[src/rtl/fccm_pkg.sv]
`timescale 1ns / 1ps

package fccm_pkg;

	localparam int DEF_MAX_FRAME_PIXELS = 65536;

	localparam int PIXEL_W = 8;
	localparam int CFG_W   = 17;
	localparam int OUT_W   = 18;
	localparam int FRAC_W  = 16;

	localparam logic [CFG_W-1:0] CFG_RESET = 17'd65536;
	localparam logic [OUT_W-1:0] Q_ONE     = 18'd65536;
	localparam logic [OUT_W-1:0] Q_TWO     = 18'd131072;

	// frame-end queue between accumulator and math unit
	localparam int Q_DEPTH = 4;
	localparam int Q_AW    = $clog2(Q_DEPTH);
	localparam int Q_CW    = $clog2(Q_DEPTH + 1);

	typedef struct packed {
		logic            empty;
		logic [Q_CW-1:0] used;
	} q_stat_t;

endpackage

[src/rtl/fccm_back.sv]
`timescale 1ns / 1ps

module fccm_back import fccm_pkg::*; #(
	parameter int MAX_FRAME_PIXELS = DEF_MAX_FRAME_PIXELS,
	localparam int AW = $clog2(MAX_FRAME_PIXELS),
	localparam int NW = AW + 1,
	localparam int SW = AW + PIXEL_W,
	localparam int QW = AW + 2 * PIXEL_W,
	localparam int EW = NW + 2 * SW + 3 * QW
) (
	input  logic             clk,
	input  logic             arst_n,
	input  q_stat_t          q_stat,
	input  logic [EW-1:0]    q_data,
	output logic             q_pop,
	output logic             out_valid,
	input  logic             out_stall,
	output logic [OUT_W-1:0] dissimilarity,
	output logic             degenerate
);

	localparam int OW  = QW;
	localparam int PW  = 2 * OW;
	localparam int SCW = $clog2(OW);
	localparam int QQW = FRAC_W + 1;

	localparam logic [3:0] S_IDLE = 4'd0;
	localparam logic [3:0] S_MUL  = 4'd1;
	localparam logic [3:0] S_CHK  = 4'd2;
	localparam logic [3:0] S_SQX  = 4'd3;
	localparam logic [3:0] S_SQY  = 4'd4;
	localparam logic [3:0] S_DEN  = 4'd5;
	localparam logic [3:0] S_DIV0 = 4'd6;
	localparam logic [3:0] S_DIV  = 4'd7;
	localparam logic [3:0] S_FIN  = 4'd8;
	localparam logic [3:0] S_OUT  = 4'd9;

	localparam logic [2:0] K_LAST = 3'd6;

	logic [3:0]     state_q;
	logic [2:0]     k_q;
	logic [SCW-1:0] cnt_q;

	logic [OW-1:0]  n_q, sx_q, sy_q, sxx_q, syy_q, sxy_q;
	logic [OW-1:0]  opa, opb;
	logic [PW-1:0]  prod_q, vx_q, vy_q, pos_q, neg_q;

	logic [PW-1:0]  val_q;
	logic [OW+1:0]  rem_q, sq_r, sq_t;
	logic [OW-1:0]  root_q, root_n, rx_q;
	logic           sq_ge;

	logic           negf_q;
	logic [PW-1:0]  dr_q;
	logic [PW:0]    dv_r2;
	logic           dv_ge;
	logic [QQW-1:0] q_q;
	logic [OUT_W-1:0] q_pos, res_q;
	logic           degen_q;

	assign q_pop         = (state_q == S_IDLE) && !q_stat.empty;
	assign out_valid     = state_q == S_OUT;
	assign dissimilarity = res_q;
	assign degenerate    = degen_q;

	// shared multiplier operands
	always_comb begin
		opa = sx_q;
		opb = sy_q;
		if (state_q == S_DEN) begin
			opa = rx_q;
			opb = root_q;
		end else begin
			unique case (k_q)
				3'd0:    begin opa = n_q;  opb = sxx_q; end
				3'd1:    begin opa = sx_q; opb = sx_q;  end
				3'd2:    begin opa = n_q;  opb = syy_q; end
				3'd3:    begin opa = sy_q; opb = sy_q;  end
				3'd4:    begin opa = n_q;  opb = sxy_q; end
				default: begin opa = sx_q; opb = sy_q;  end
			endcase
		end
	end

	// one bit of the square root per cycle
	assign sq_r   = {rem_q[OW-1:0], val_q[PW-1:PW-2]};
	assign sq_t   = {root_q, 2'b01};
	assign sq_ge  = sq_r >= sq_t;
	assign root_n = {root_q[OW-2:0], sq_ge};

	// one quotient bit per cycle
	assign dv_r2  = {dr_q, 1'b0};
	assign dv_ge  = dv_r2 >= {1'b0, prod_q};

	assign q_pos  = OUT_W'(q_q) + Q_ONE;

	always_ff @(posedge clk) begin
		if (q_pop) begin
			sxy_q <= OW'(q_data[QW-1:0]);
			syy_q <= OW'(q_data[2*QW-1:QW]);
			sxx_q <= OW'(q_data[3*QW-1:2*QW]);
			sy_q  <= OW'(q_data[3*QW+SW-1:3*QW]);
			sx_q  <= OW'(q_data[3*QW+2*SW-1:3*QW+SW]);
			n_q   <= OW'(q_data[EW-1:3*QW+2*SW]);
		end
		unique case (state_q)
			S_MUL: begin
				if (k_q != K_LAST) begin
					prod_q <= opa * opb;
				end
				unique case (k_q)
					3'd1:    vx_q  <= prod_q;
					3'd2:    vx_q  <= vx_q - prod_q;
					3'd3:    vy_q  <= prod_q;
					3'd4:    vy_q  <= vy_q - prod_q;
					3'd5:    pos_q <= prod_q;
					3'd6:    neg_q <= prod_q;
					default: ;
				endcase
			end
			S_CHK: begin
				val_q  <= vx_q;
				rem_q  <= '0;
				root_q <= '0;
				if (vx_q == '0 || vy_q == '0) begin
					res_q   <= '0;
					degen_q <= 1'b1;
				end
			end
			S_SQX: begin
				if (cnt_q == SCW'(OW - 1)) begin
					rx_q   <= root_n;
					val_q  <= vy_q;
					rem_q  <= '0;
					root_q <= '0;
				end else begin
					val_q  <= val_q << 2;
					rem_q  <= sq_ge ? sq_r - sq_t : sq_r;
					root_q <= root_n;
				end
			end
			S_SQY: begin
				val_q  <= val_q << 2;
				rem_q  <= sq_ge ? sq_r - sq_t : sq_r;
				root_q <= root_n;
			end
			S_DEN: begin
				prod_q <= opa * opb;
				negf_q <= pos_q < neg_q;
				pos_q  <= (pos_q >= neg_q) ? pos_q - neg_q : neg_q - pos_q;
			end
			S_DIV0: begin
				degen_q <= 1'b0;
				if ({1'b0, pos_q} >= {prod_q, 1'b0}) begin
					res_q <= negf_q ? Q_TWO : '0;
				end else if (pos_q >= prod_q) begin
					dr_q <= pos_q - prod_q;
					q_q  <= QQW'(1);
				end else begin
					dr_q <= pos_q;
					q_q  <= '0;
				end
			end
			S_DIV: begin
				dr_q <= dv_ge ? PW'(dv_r2 - {1'b0, prod_q}) : PW'(dv_r2);
				q_q  <= {q_q[QQW-2:0], dv_ge};
			end
			S_FIN: begin
				if (negf_q) begin
					res_q <= (q_pos > Q_TWO) ? Q_TWO : q_pos;
				end else begin
					res_q <= (OUT_W'(q_q) >= Q_ONE) ? '0 : Q_ONE - OUT_W'(q_q);
				end
			end
			default: ;
		endcase
	end

	always_ff @(posedge clk or negedge arst_n) begin
		if (!arst_n) begin
			state_q <= S_IDLE;
			k_q     <= '0;
			cnt_q   <= '0;
		end else begin
			unique case (state_q)
				S_IDLE: begin
					k_q <= '0;
					if (q_pop) begin
						state_q <= S_MUL;
					end
				end
				S_MUL: begin
					k_q <= k_q + 3'd1;
					if (k_q == K_LAST) begin
						state_q <= S_CHK;
					end
				end
				S_CHK: begin
					cnt_q   <= '0;
					state_q <= (vx_q == '0 || vy_q == '0) ? S_OUT : S_SQX;
				end
				S_SQX: begin
					if (cnt_q == SCW'(OW - 1)) begin
						cnt_q   <= '0;
						state_q <= S_SQY;
					end else begin
						cnt_q <= cnt_q + SCW'(1);
					end
				end
				S_SQY: begin
					cnt_q <= cnt_q + SCW'(1);
					if (cnt_q == SCW'(OW - 1)) begin
						state_q <= S_DEN;
					end
				end
				S_DEN: begin
					state_q <= S_DIV0;
				end
				S_DIV0: begin
					cnt_q   <= '0;
					state_q <= ({1'b0, pos_q} >= {prod_q, 1'b0}) ? S_OUT : S_DIV;
				end
				S_DIV: begin
					cnt_q <= cnt_q + SCW'(1);
					if (cnt_q == SCW'(FRAC_W - 1)) begin
						state_q <= S_FIN;
					end
				end
				S_FIN: begin
					state_q <= S_OUT;
				end
				S_OUT: begin
					if (!out_stall) begin
						state_q <= S_IDLE;
					end
				end
				default: begin
					state_q <= S_IDLE;
				end
			endcase
		end
	end

endmodule

[config.mk]
export PLATFORM = sky130hd
export DESIGN_NAME = fccm_back
export DESIGN_NICKNAME = d
export VERILOG_FILES = /design/src/rtl/fccm_pkg.sv /design/src/rtl/fccm_back.sv
export SDC_FILE = /design/constraint.sdc
export NUM_CORES = 2
export LEC_CHECK = 0
export BUFFER_PORTS_ARGS = -buffer_cell sky130_fd_sc_hd__buf_4
export CAP_MARGIN = 10
export CORE_MARGIN = 2
export CORE_UTILIZATION = 40
export CTS_BUF_LIST = sky130_fd_sc_hd__clkbuf_4
export DETAILED_ROUTE_END_ITERATION = 10
export PLACE_DENSITY = 0.53
export REMOVE_ABC_BUFFERS = 1
export SETUP_SLACK_MARGIN = 0.4
export SLEW_MARGIN = 20
export SYNTH_ARGS = -nofsm -noshare
export SYNTH_HDL_FRONTEND = slang
export SYNTH_SLANG_ARGS = --single-unit
[constraint.sdc]
create_clock -name clk -period 17.8 [get_ports clk]
set_input_delay 1.78 -clock clk [delete_from_list [all_inputs] [get_ports clk]]
set_output_delay 1.78 -clock clk [all_outputs]
set_load 0.005 [all_outputs]
==> flow_summary.json <==
{
  "area_delta_synth_final_pct": 8.49,
  "grt_use_met3_pct": 5.52,
  "htree_num_levels": 4,
  "synth_flop_cell": "edfxtp_1",
  "initial_core_util_pct": 40.1,
  "fin_crit_ns": 12.65,
  "cts_tree": "built",
  "critPathRequiredTime_ns": 18.92,
  "grt_start_max_net_pins": 150,
  "drc": 0,
  "grt_pass1_wl_um": 502000,
  "post-place-ws_ns": 5.25,
  "clkSinkCount": 754,
  "rsz0062_at_grt": "no",
  "grt_usage_pct": 30.0,
  "synth_edf_count": 742,
  "initialDrtViolationCount": 7219,
  "hold_class": "in -> async",
  "hpwlAfterDp_um": 267000,
  "crit_path_start_kind": "flip-flop",
  "crit_type": "reg -> reg",
  "synth_cells": 9871,
  "clock_latency_ns": 1.40,
  "clock.fmax_mhz": 79.0,
  "wirelength_um": 339000,
  "synth_cell_types": 105,
  "rr_startpoint": "k_q[0]",
  "row_count": 173,
  "status": "finished clean",
  "die_height_um": 475,
  "overflow": 0,
  "yosysTopAreaCell": "edfxtp_1",
  "io_pins": 189,
  "avgSynthCellArea_sq_um": 9.00,
  "portBuffers": 185,
  "final_hold_viol_count": 0,
  "path_depth": 31,
  "cp_max_fo": 16,
  "clkTransAtPathRegs_ns": 0.07,
  "maxCapViolations": 0,
  "num_vias": 75800,
  "skew_ns": 0.133,
  "ctsHoldBuffers": 0,
  "dr.pass1.iters": 8,
  "r2r_cells": 31,
  "cp_top_family": "adder cells",
  "cts-buffers-inserted": 223,
  "root_buffer": "clkbuf_4",
  "synth_area_leaders": "edfxtp_1 25%, fa_1 20%, ha_1 11%",
  "finalSetupTns_ns": 0,
  "core_region_area_sq_mm": 0.221,
  "synth.top_cell.area_share_pct": 25.1,
  "timing.critical_path.buf_inv": 5,
  "place_congestion": 0.949,
  "critPathCaptureType": "flip-flop",
  "crit_arrival_ns": 13.77,
  "cts_resized": 0,
  "critPathSlowestCell": "a311oi_2",
  "worstSetupStartpoint": "k_q[0]",
  "max_slew_margin_pct": 13.1,
  "via_per_inst": 5.79,
  "chipWidth_um": 475,
  "slowest_delay_ns": 0.96,
  "yosys_register_bits": 754,
  "slew_viol_final": 0,
  "antenna_found_initial": 14,
  "setup_ws_ns": 5.15,
  "period_share_pct": 71.1,
  "netlist_area_sq_mm": 0.0889,
  "postSynth.asyncResetShare_pct": 1.59,
  "ys_seq_area_share_pct": 25.4,
  "drive_gt1_share_pct": 8.36,
  "yosys_warnings": 0,
  "post_cts_buffers": 0,
  "grt.busiest_layer": "met2",
  "crit_path_frequent_cell": "fa_1",
  "die_area_sq_mm": 0.226,
  "grt_pass1_vias": 76900,
  "wire_per_inst_um": 26.0,
  "tightest_slew_ns": 1.27,
  "postRouteAntennaNets": 0,
  "setup_viol": 0,
  "clock_path_buffers": 3,
  "finalNetCount": 11700,
  "met2_usage_pct": 46.9,
  "grt_util_met1_pct": 40.1
}
-- cell usage after synthesis, types with 16 or more instances --
cell type,n
inv_1,1281
nand2_1,1195
fa_1,902
nor2_1,851
ha_1,752
edfxtp_1,742
a21oi_1,646
o21ai_0,482
clkbuf_1,439
a21o_1,339
xnor2_1,228
xor2_1,166
and3_1,134
nand4_1,134
nand2b_1,104
a31oi_1,96
nand3_1,87
nor2b_1,86
a211oi_1,83
o21bai_1,80
nor3_1,75
and2_1,72
a222oi_1,69
o21a_1,69
a22oi_1,62
nor4_1,55
mux2i_1,54
buf_2,53
o211ai_1,43
o21ai_1,33
o31ai_1,29
a221oi_1,25
or3_1,25
or2_2,24
buf_1,22
a21boi_0,20
a311oi_1,19
o31a_1,18
o22ai_1,16
-- layout make-up --
| type | instances | area (sq um) |
|---|---|---|
| fillers | 21900 | 125000 |
| multi-input cells | 7308 | 59800 |
| flip-flops and latches | 754 | 22600 |
| inverters | 1283 | 4820 |
| well taps | 2975 | 3720 |
| repair buffers | 330 | 2530 |
| clock buffers | 324 | 2430 |
| clock inverters | 83 | 410 |
| diodes | 19 | 47.5 |
-- placed cells by master (no fill, tap or decap), drive strengths merged, types with 73 or more instances in the layout --
cell type	count
nand2	1199
clkbuf	324
clkinv	75
nand2b	104
nor2b	87
edfxtp	742
and2	73
nand4	136
o21ai	516
a21o	339
xor2	166
a211oi	84
a31oi	96
nor3	76
and3	134
nand3	87
fa	902
a21oi	648
buf	330
o21bai	80
inv	1290
nor2	851
xnor2	228
ha	752
-- registers in the layout, summed over array words and instances (netlist names), 64 cells and up --
register and flops:
prod_q 64, vx_q 64, dr_q 64, vy_q 64, val_q 64, neg_q 64, pos_q 64
-- worst register-to-register path: cells and delay by family (launching register included) --
kind | cells | cell delay, ns
AND/OR/NAND/NOR | 3 | 1.29
AO/OA/AOI/OAI | 12 | 4.68
buffers and inverters | 5 | 0.85
adder cells (fa/ha/maj) | 10 | 4.99
flip-flops | 1 | 0.46
XOR/XNOR | 1 | 0.15
-- final timing paths --
kind                       slack, ns    endpoint
max in group asynchronous      17.26      k_q[2]
min                             0.26  state_q[3]
min in group clk                0.48   val_q[15]
max reg2reg                     5.15  prod_q[62]
min reg2reg                     0.48   val_q[15]
max                             5.15  prod_q[62]
-- metal layers --
metal	vias up	wire length [um]	part of all wire, %
met3	723	25600	7.5
met5	-	48	0.014
met2	3145	150000	44
met1	38000	145000	43
met4	8	18400	5.4
li1	33900	-	-
-- stage by stage --
| step | std cells | hold WS (ns) | utilization, % | instance area (sq um) |
|---|---|---|---|---|
| floorplan | 9345 | 0.450 | - | 86800 |
| global placement | 12600 | 0.467 | 42.2 | 93500 |
| detailed placement | 12700 | 0.475 | 42.2 | 93500 |
| CTS | 13100 | 0.0963 | 43.5 | 96300 |
| global route | 13100 | 0.135 | 43.5 | 96400 |
| finish | 13100 | 0.263 | 43.5 | 96400 |
-- kinds of logic after synthesis --
kind of cell	synth area share [%]
xor gates and xnor gates	3.88
AOI/OAI and AO/OA	16.7
muxes	0.777
buffers and inverters	7.77
and+or+nand+nor	14.6
adders and majority gates	30.9
DFF	25.4
Power is not shown: default switching activity piles up to over one toggle a cycle in this logic, so the estimate is an artifact.
