[src/rtl/fccm_pkg.sv]
`timescale 1ns / 1ps

package fccm_pkg;

	localparam int DEF_MAX_FRAME_PIXELS = 65536;

	localparam int PIXEL_W = 8;
	localparam int CFG_W   = 17;
	localparam int OUT_W   = 18;
	localparam int FRAC_W  = 16;

	localparam logic [CFG_W-1:0] CFG_RESET = 17'd65536;
	localparam logic [OUT_W-1:0] Q_ONE     = 18'd65536;
	localparam logic [OUT_W-1:0] Q_TWO     = 18'd131072;

	// frame-end queue between accumulator and math unit
	localparam int Q_DEPTH = 4;
	localparam int Q_AW    = $clog2(Q_DEPTH);
	localparam int Q_CW    = $clog2(Q_DEPTH + 1);

	typedef struct packed {
		logic            empty;
		logic [Q_CW-1:0] used;
	} q_stat_t;

endpackage

[src/rtl/fccm_queue.sv]
`timescale 1ns / 1ps

module fccm_queue import fccm_pkg::*; #(
	parameter int W = 8
) (
	input  logic         clk,
	input  logic         arst_n,
	input  logic         push,
	input  logic [W-1:0] push_data,
	input  logic         pop,
	output logic [W-1:0] pop_data,
	output q_stat_t      stat
);

	logic [W-1:0]      ent_q [Q_DEPTH];
	logic [Q_AW-1:0]   wr_q, rd_q;
	logic [Q_CW-1:0]   used_q;

	always_ff @(posedge clk) begin
		if (push) begin
			ent_q[wr_q] <= push_data;
		end
	end

	assign pop_data   = ent_q[rd_q];
	assign stat.used  = used_q;
	assign stat.empty = used_q == '0;

	always_ff @(posedge clk or negedge arst_n) begin
		if (!arst_n) begin
			wr_q   <= '0;
			rd_q   <= '0;
			used_q <= '0;
		end else begin
			if (push) begin
				wr_q <= wr_q + Q_AW'(1);
			end
			if (pop) begin
				rd_q <= rd_q + Q_AW'(1);
			end
			used_q <= used_q + Q_CW'(push) - Q_CW'(pop);
		end
	end

endmodule

[config.mk]
export PLATFORM = sky130hd
export DESIGN_NAME = fccm_queue
export DESIGN_NICKNAME = d
export VERILOG_FILES = /design/src/rtl/fccm_pkg.sv /design/src/rtl/fccm_queue.sv
export SDC_FILE = /design/constraint.sdc
export NUM_CORES = 1
export LEC_CHECK = 0
export BUFFER_PORTS_ARGS = -buffer_cell sky130_fd_sc_hd__buf_2
export CAP_MARGIN = 20
export CORE_MARGIN = 2
export CORE_UTILIZATION = 50
export DETAILED_ROUTE_END_ITERATION = 8
export GPL_ROUTABILITY_DRIVEN = 0
export GPL_TIMING_DRIVEN = 0
export PLACE_DENSITY = 0.79
export SETUP_SLACK_MARGIN = 0.4
export SKIP_LAST_GASP = 1
export SLEW_MARGIN = 40
export SYNTH_ARGS = -nofsm -noshare
export SYNTH_HDL_FRONTEND = slang
export SYNTH_SLANG_ARGS = --single-unit
[constraint.sdc]
create_clock -name clk -period 2.1 [get_ports clk]
set_input_delay 0.21 -clock clk [delete_from_list [all_inputs] [get_ports clk]]
set_output_delay 0.21 -clock clk [all_outputs]
set_load 0.05 [all_outputs]
==> flow_summary_export.csv, run 1 <==
group,metric,value,unit
global_routing,overflow,0,
hold_path,hold_depth,1,
synthesis,syn_area,1540,µm²
critical_path,rrSetupSlack,450,ps
floorplan,rows,20,
cells_and_area,fin_nets,128,
hold_path,min_path_type,"in2reg",
detailed_routing,drtAntennaViolNets,0,
timing,hold_viol,0,
detailed_routing,wl,2640,µm
cells_and_area,stdcell_area,1920,µm²
synthesis,netlist-cell-type-count,14,
critical_path,reg2regPathDepth,7,
clock_tree,insertion_delay,350,ps
detailed_routing,drt_iter0_drc,22,
global_routing,grt_start_max_net_pins,13,
critical_path,timing.rr.end,"used_q[2]",
clock_tree,htreeDepth,2,
timing,timing.final.crit_share,85.5,%
critical_path,cp-start-kind,"flop",
floorplan,die_area,3530,µm²
pwr,vdd_drop_max,0.735,mV
cells_and_area,layout_commonest_cell,"edfxtp_1",
synthesis,synth-seq-cells,39,
detailed_routing,via_per_inst,5.36,
cells_and_area,drive_above_1_share,47.3,%
cells_and_area,num_antenna_cells,0,
placement,postPlaceCellArea,1700,µm²
critical_path,crit_arrival,1590,ps
pwr,leakage,0.734,nW
cells_and_area,final_cell_mix,"edfxtp_1, buf_2, mux4_2",
timing,finClkSkew,4.84,ps
timing,rsz0062_at_grt,"yes",
floorplan,start_util,51.6,%
placement,placed_cells,131,
floorplan,pin_count,24,
critical_path,reg2reg_from,"used_q[0]",
timing,fin_tns_setup,0,ps
status,status,"completed",
detailed_routing,num_vias,766,
detailed_routing,wl_per_cell,18.5,µm
critical_path,cp-end-kind,"output pin",
cells_and_area,stdcell_count,143,
hold_path,hold_start,"push_data[1]",
synthesis,yosysSeqAreaShare,73.9,%
clock_tree,cts_root_buffer,"clkbuf_4",
timing,setup_violations,0,
global_routing,grt_usage,17.0,%
synthesis,syn-num-nets,94,
floorplan,core,2980,µm²
detailed_routing,drcViolationCount,0,
timing,slew_headroom,68.8,%
timing,fmaxAchievable,0.557,GHz
synthesis,netlist_top_cells_area,"edfxtp_1, mux4_2, dfrtp_1",
cells_and_area,syn2layout_area_growth,24.9,%
clock_tree,cts.sinks,39,
flow_run,cap_violations,0,
synthesis,synth_warnings,0,
timing,fin_crit,1800,ps
global_routing,antenna_found_initial,0,
clock_tree,cts_buffer_depth,2,
clock_tree,cts_tree,"built",
critical_path,critical_path_class,"reg2out",
pwr,p_per_area,1660,nW/µm²
floorplan,fp.dieW,59.4,µm
timing,finalMaxSlewViolations,0,
synthesis,netlist.area_leader.share,62.5,%
synthesis,synth.avg_cell_area,20.5,µm²
global_routing,grt_pass1_vias,824,
critical_path,worstPathRequired,1890,ps
synthesis,yosysTopAreaCell,"edfxtp_1",
critical_path,crit_fanout,4,
synthesis,syn_inst,75,
global_routing,grt_pass1_wl,4000,µm
floorplan,die_h,59.4,µm
pwr,p_total,3.18,mW
clock_tree,numCtsBuffers,5,
hold_path,worstHoldEndpoint,"ent_q[1][1]",
timing,worstMarginPinSlew,468,ps
clock_tree,path_clk_slew,120,ps
detailed_routing,drt_pass1_iterations,4,
placement,port_buffers,23,
-- sequential cells by signal, indices dropped and copies added (netlist names) --
signal / count
ent_q: 32
rd_q: 2
used_q: 3
wr_q: 2
-- worst max-delay path: stages, from the launching register on --
cell and delay (ps):
dfrtp_2 420, clkbuf_16 150, mux4_2 510, buf_8 170
-- power breakdown --
part / leakage [nW] / internal (mW) / switching, mW
logic: 0.318 / 0.644 / 0.921
clock network: 0.0426 / 0.245 / 0.242
registers: 0.374 / 1.04 / 0.0885
total: 0.734 / 1.93 / 1.25
-- Yosys cell counts --
cell type	instances
dfrtp_1	7
mux4_2	8
o21ai_0	1
buf_6	1
edfxtp_1	32
and2_1	4
nand2_1	2
nor3_1	1
fa_1	1
xor2_1	2
buf_2	1
inv_1	6
xnor2_1	3
ha_1	6
-- timing repair --
item / CTS / global route
resized for setup: 21 / 7
pin swaps: 1 / 4
endpoints found under the setup margin: 9 / 9
setup buffers: 2 / 0
endpoints found under the hold margin: 7 / 0
gates cloned: 1 / 0
hold buffers: 1 / 0
-- metal layers --
metal / GRT usage (%) / vias to the layer above / wire length (µm)
li1: - / 351 / -
met1: 20.4 / 395 / 1020
met2: 27.3 / 14 / 1470
met3: 6.99 / 6 / 104
met4: 6.82 / 0 / 46
met5: 0 / - / 0
-- cells by family after synthesis --
kind of cell	Yosys count	share of synthesized area (%)
multiplexers	8	11.7
XOR/XNOR	5	2.85
flip-flops	39	73.9
buffers and inverters	8	2.52
adder cells (fa/ha/maj)	7	6.19
AND/OR/NAND/NOR	7	2.44
AO/OA/AOI/OAI	1	0.325
-- worst max path at each step --
stage / start / end / slack (ps) / depth (start not counted)
2_1_floorplan: used_q[0] / used_q[2] / 270 / 7
3_3_place_gp: used_q[0] / used_q[2] / 460 / 7
3_5_place_dp: used_q[0] / used_q[2] / 370 / 7
4_1_cts: rd_q[0] / pop_data[2] / 250 / 3
5_1_grt: rd_q[0] / pop_data[4] / 240 / 3
6_report: rd_q[0] / pop_data[4] / 300 / 3
-- through the flow --
| step | utilization (%) | worst slack [ps] | hold slack [ps] |
|---|---|---|---|
| final | 64.5 | 304 | 72.5 |
| after global routing | 64.5 | 242 | 50.6 |
| after CTS | 63.4 | 254 | 58.7 |
| after detailed placement | 57.1 | 367 | 57.3 |
| after global placement | 57.1 | 462 | 50.0 |
| after floorplan | - | 272 | -85.6 |
-- layout make-up --
class                           instances  area [µm²]
Fill cell                             206        1060
Tap cell                               33        41.3
Multi-Input combinational cell         28         402
Sequential cell                        39        1140
Buffer                                  2        20.0
Clock inverter                          3        38.8
Clock buffer                            5        37.5
Timing Repair Buffer                   27         219
Inverter                                6        22.5
Power figures use the tool's default switching activity.
==> inputs of run 2 (changes only) <==
- clock period: 2.1 -> 1.7 ns (I/O delays scaled with it)
==> run 2 against run 1 <==
  * The flow now finishes with violations (negative setup slack)
  * Critical path depth did not move
  * Combinational power increased by 15%
  * Clock power increased by 53%
  * Setup slack worse by 360 ps
  * Via count is 0.13% lower
  * Cell count decreased by 0.70%
  * Sequential cell count unchanged
  * Register-to-register slack worse by 320 ps
  * Routed wire length decreased by 8.2%
  * Die area unchanged
  * Largest cell class unchanged
  * Largest power group unchanged
  * Highest routed layer unchanged
==> flow_summary_export.csv, run 2 (synthesis results as in run 1) <==
group,metric,value,unit
detailed_routing,drcViolationCount,0,
clock_tree,cts.sinks,39,
pwr,p_total,3.95,mW
cells_and_area,top_register,"ent_q",
global_routing,grt_start_max_net_pins,13,
floorplan,fp.dieW,59.4,µm
timing,finalMaxSlewViolations,0,
detailed_routing,wl_per_cell,17.1,µm
critical_path,crit_fanout,9,
detailed_routing,wl,2420,µm
critical_path,cp-end-kind,"output pin",
clock_tree,htreeDepth,2,
clock_tree,path_clk_slew,110,ps
global_routing,grt_usage,16.5,%
cells_and_area,layout_commonest_cell,"edfxtp_1",
floorplan,rows,20,
clock_tree,numCtsBuffers,5,
clock_tree,cts_root_buffer,"clkbuf_4",
status,violations,"negative setup slack",
hold_path,min_path_type,"in2reg",
critical_path,crit_start,"rd_q[0]",
timing,worstMarginPinSlew,252,ps
timing,setup_ws,-53.2,ps
timing,rsz0062_at_grt,"yes",
detailed_routing,drt_pass1_iterations,4,
clock_tree,insertion_delay,340,ps
status,status,"finished with violations",
pwr,vdd_drop_max,0.874,mV
critical_path,reg2reg_from,"used_q[0]",
timing,setup_violations,8,
cells_and_area,final_cell_mix,"edfxtp_1, buf_2, buf_4",
global_routing,overflow,0,
cells_and_area,syn2layout_area_growth,24.8,%
pwr,leakage,0.733,nW
critical_path,cp-start-kind,"flop",
placement,port_buffers,23,
detailed_routing,drt_iter0_drc,14,
cells_and_area,stdcell_count,142,
critical_path,crit_arrival,1580,ps
critical_path,timing.rr.end,"used_q[2]",
cells_and_area,fin_nets,127,
floorplan,pin_count,24,
floorplan,start_util,51.6,%
floorplan,die_area,3530,µm²
cells_and_area,drive_above_1_share,50.5,%
critical_path,reg2regPathDepth,7,
timing,slew_headroom,83.2,%
global_routing,grt_pass1_vias,784,
critical_path,critical_path_class,"reg2out",
critical_path,worstPathRequired,1530,ps
cells_and_area,num_antenna_cells,0,
placement,place_hpwl,1510,µm
floorplan,die_h,59.4,µm
clock_tree,cts_tree,"built",
cells_and_area,largest_reg_flops,32,
timing,fin_tns_setup,-277,ps
floorplan,core,2980,µm²
global_routing,antenna_found_initial,0,
timing,hold_viol,0,
timing,finClkSkew,6.99,ps
flow_run,cap_violations,0,
critical_path,rrSetupSlack,130,ps
timing,timing.final.crit_share,103,%
pwr,p_per_area,2060,nW/µm²
detailed_routing,via_per_inst,5.39,
timing,fin_crit,1750,ps
detailed_routing,drtAntennaViolNets,0,
placement,placed_cells,131,
timing,fmaxAchievable,0.570,GHz
cells_and_area,largestRegisters,"ent_q x32, used_q x3",
global_routing,grt_pass1_wl,3800,µm
clock_tree,cts_buffer_depth,2,
cells_and_area,stdcell_area,1920,µm²
detailed_routing,num_vias,765,
placement,postPlaceCellArea,1700,µm²
critical_path,endpoint,"pop_data[5]",
==> run 2: cell count changes in the layout (fill, tap and decap cells not counted), moves of 2 or more <==
cell / delta
and2_4: +3
buf_4: +8
buf_6: -5
buf_2: -4
clkbuf_4: +2
and2_1: -4
==> run 2: worst min-delay path by stage <==
stage                       from     endpoint  cells past startpoint
floorplan                 arst_n      rd_q[0]                      0
global placement          arst_n    used_q[2]                      1
detailed placement        arst_n      rd_q[1]                      1
CTS                 push_data[3]  ent_q[2][3]                      1
global route        push_data[3]  ent_q[3][3]                      1
finish              push_data[0]  ent_q[0][0]                      1
==> run 2: power by group <==
part           leakage (nW)  switching (mW)  internal [mW]
Combinational         0.307            1.10          0.704
Sequential            0.374           0.118           1.29
Clock                0.0525           0.287          0.459
Total                 0.733            1.50           2.45
==> run 2: what timing repair did <==
item	4_1_cts	5_1_grt
hold buffers	1	0
gates resized for setup	21	9
buffers inserted	2	0
pin swaps	4	2
hold endpoints to repair	7	0
setup endpoints to repair	43	38
==> run 2: through the flow <==
stage	util (%)	hold WS (ps)	worst slack, ps
2_1_floorplan	-	-126	-68.0
3_3_place_gp	57.2	10.4	141
3_5_place_dp	57.2	9.11	93.0
4_1_cts	63.9	26.4	-79.8
5_1_grt	64.4	13.8	-157
6_report	64.4	40.5	-53.2
==> run 2: cell type report <==
cell class | instances | area [µm²]
buffer | 2 | 20.0
clock buffer | 6 | 41.3
clock inverter | 2 | 60.1
fill | 214 | 1060
inverter | 6 | 22.5
multi-input combinational | 28 | 417
sequential | 39 | 1140
tap | 33 | 41.3
timing repair buffer | 26 | 178
==> run 2: layer usage <==
layer	wire length, µm	part of all wire, %	vias up	track usage, %
li1	-	-	352	-
met1	950	39	387	17.6
met2	1290	53	19	27.8
met3	96	4.0	7	6.77
met4	85	3.5	0	8.77
met5	0	0	-	0
==> run 2: critical path, stage by stage (launching register included) <==
cell and delay (ps):
dfrtp_1 370, buf_8 160, mux4_2 520, buf_4 210
==> inputs of run 3 (changes only) <==
==> constraint.sdc (replaced) <==
create_clock -name clk -period 1.7 [get_ports clk]
set_input_delay 0.51 -clock clk [delete_from_list [all_inputs] [get_ports clk]]
set_output_delay 0.51 -clock clk [all_outputs]
set_load 0.05 [all_outputs]
==> run 3 against run 2 <==
  * The flow still finishes with violations (negative setup slack)
  * Clock power up 1%
  * Hold slack better by 330 ps
  * Global-route usage up 1.7 points
  * Routed wire length up 8.2%
  * Register-to-register slack worse by 80 ps
  * Cell count up 1.4%
  * Die area unchanged
  * Core utilization up 1.0 points
  * Power up 2.9%
  * Via count unchanged
==> flow_summary_export.csv, run 3 (synthesis results as in run 1) <==
group,metric,value,unit
status,status,"finished with violations",
status,violations,"negative setup slack",
timing,finalMaxSlewViolations,0,
detailed_routing,top_layer,"met4",
critical_path,critical_path_class,"reg2out",
timing,timing.final.crit_share,124,%
detailed_routing,drtAntennaViolNets,0,
pwr,seq_power_share,35.0,%
detailed_routing,num_vias,765,
clock_tree,cts_root_buffer,"clkbuf_4",
timing,worstMarginPinSlew,233,ps
pwr,clockPowerShare,18.5,%
global_routing,overflow,0,
timing,setup_ws,-411,ps
cells_and_area,final_cell_mix,"edfxtp_1, buf_2, buf_4",
detailed_routing,wl,2620,µm
flow_run,cap_violations,0,
critical_path,crit_arrival,1600,ps
pwr,p_per_area,2090,nW/µm²
cells_and_area,num_antenna_cells,0,
clock_tree,cts_tree,"built",
clock_tree,cts.sinks,39,
detailed_routing,drt_iter0_drc,20,
detailed_routing,dr_wl_met3,134,µm
floorplan,die_h,59.4,µm
global_routing,grt_pass1_vias,840,
clock_tree,insertion_delay,340,ps
placement,pre_cts_slack,-164,ps
pwr,p_sw_share,38.0,%
detailed_routing,wl_per_cell,18.2,µm
floorplan,pin_count,24,
timing,fin_tns_setup,-3160,ps
placement,place_hpwl,1520,µm
clock_tree,path_clk_slew,110,ps
cells_and_area,final_core_util,65.4,%
global_routing,grt_start_max_net_pins,13,
critical_path,reg2regPathDepth,7,
pwr,leakage,0.746,nW
cells_and_area,fill_cells,194,
critical_path,slowest_stage,"mux4_2",
timing,setup_violations,10,
pwr,combPwrFrac,46.5,%
pwr,vdd_drop_max,1.02,mV
timing,hold_viol,0,
floorplan,fp.dieW,59.4,µm
timing,rsz0062_at_grt,"yes",
pwr,p_int,2.52,mW
global_routing,antenna_found_initial,0,
cells_and_area,fin_nets,129,
cells_and_area,stdcell_count,144,
global_routing,grt_usage,18.2,%
timing,fin_crit,2110,ps
cells_and_area,drive_above_1_share,52.3,%
clock_tree,cts_buffer_depth,2,
detailed_routing,drcViolationCount,0,
cells_and_area,syn2layout_area_growth,26.8,%
global_routing,grt_pass1_wl,4150,µm
hold_path,hold_depth,1,
cells_and_area,largestRegisters,"ent_q x32, used_q x3",
critical_path,crit_fanout,9,
detailed_routing,drt_pass1_iterations,4,
timing,fmaxAchievable,0.474,GHz
hold_path,min_path_type,"in2reg",
critical_path,cp-start-kind,"flop",
critical_path,crit_chain,"buf_8, mux4_2, buf_4",
timing,finClkSkew,7.47,ps
floorplan,start_util,51.6,%
floorplan,die_area,3530,µm²
pwr,p_total,4.07,mW
placement,placed_cells,131,
cells_and_area,layout_commonest_cell,"edfxtp_1",
placement,port_buffers,23,
detailed_routing,via_per_inst,5.31,
pwr,switchingPower,1.55,mW
critical_path,worstPathRequired,1190,ps
critical_path,cp-end-kind,"output pin",
critical_path,slowest_delay,520,ps
detailed_routing,met2_length,1360,µm
floorplan,rows,20,
timing,slew_headroom,84.5,%
cells_and_area,largest_reg_flops,32,
detailed_routing,met1_length,1030,µm
cells_and_area,top_register,"ent_q",
clock_tree,htreeDepth,2,
clock_tree,numCtsBuffers,5,
floorplan,core,2980,µm²
## run 3: worst paths after layout
path	slack [ps]	endpoint	startpoint
max	-410	pop_data[5]	rd_q[0]
min	370	ent_q[2][4]	push_data[4]
max reg2reg	50	used_q[2]	used_q[0]
min reg2reg	550	wr_q[0]	wr_q[0]
max in group asynchronous	990	used_q[0]	arst_n
min in group asynchronous	540	used_q[2]	arst_n
## run 3: repair_timing
| item | CTS | global route |
|---|---|---|
| setup buffers | 3 | 1 |
| endpoints found under the hold margin | 7 | 0 |
| endpoints found under the setup margin | 46 | 23 |
| pin swaps | 1 | 0 |
| gates resized for setup | 25 | 6 |
| hold buffers | 1 | 0 |
## run 3: area by class of cell
| cell class | count | area, µm² | share of cell area (%) |
|---|---|---|---|
| Inverter | 6 | 22.5 | 1.16 |
| Sequential cell | 39 | 1140 | 58.5 |
| Buffer | 2 | 20.0 | 1.03 |
| Multi-Input combinational cell | 28 | 415 | 21.3 |
| Clock buffer | 6 | 41.3 | 2.12 |
| Clock inverter | 2 | 60.1 | 3.08 |
| Tap cell | 33 | 41.3 | 2.12 |
| Timing Repair Buffer | 28 | 208 | 10.7 |
## run 3: power groups by stage
stage / Sequential (mW) / Combinational, mW / Clock (mW)
floorplan: 1.53 / 1.14 / 0
global placement: 1.41 / 1.54 / 0
detailed placement: 1.42 / 1.58 / 0
CTS: 1.40 / 1.82 / 0.769
global route: 1.44 / 2.03 / 0.807
finish: 1.42 / 1.89 / 0.754
## run 3: per-layer routing
| metal | vias up | track usage, % |
|---|---|---|
| met5 | - | 0 |
| met4 | 0 | 12.7 |
| met3 | 8 | 7.21 |
| met2 | 23 | 30.1 |
| met1 | 378 | 18.6 |
| li1 | 356 | - |
## run 3: critical path: cells and delay by family, from the launching register on
kind	cells	cell delay, ps
multiplexers	1	520
flip-flops	1	380
buffers and inverters	2	370
## run 3: per-stage QoR
stage,cell area (µm²),hold WS [ps]
floorplan,1560,214
global placement,1720,349
detailed placement,1720,350
CTS,1930,362
global route,1950,348
finish,1950,374
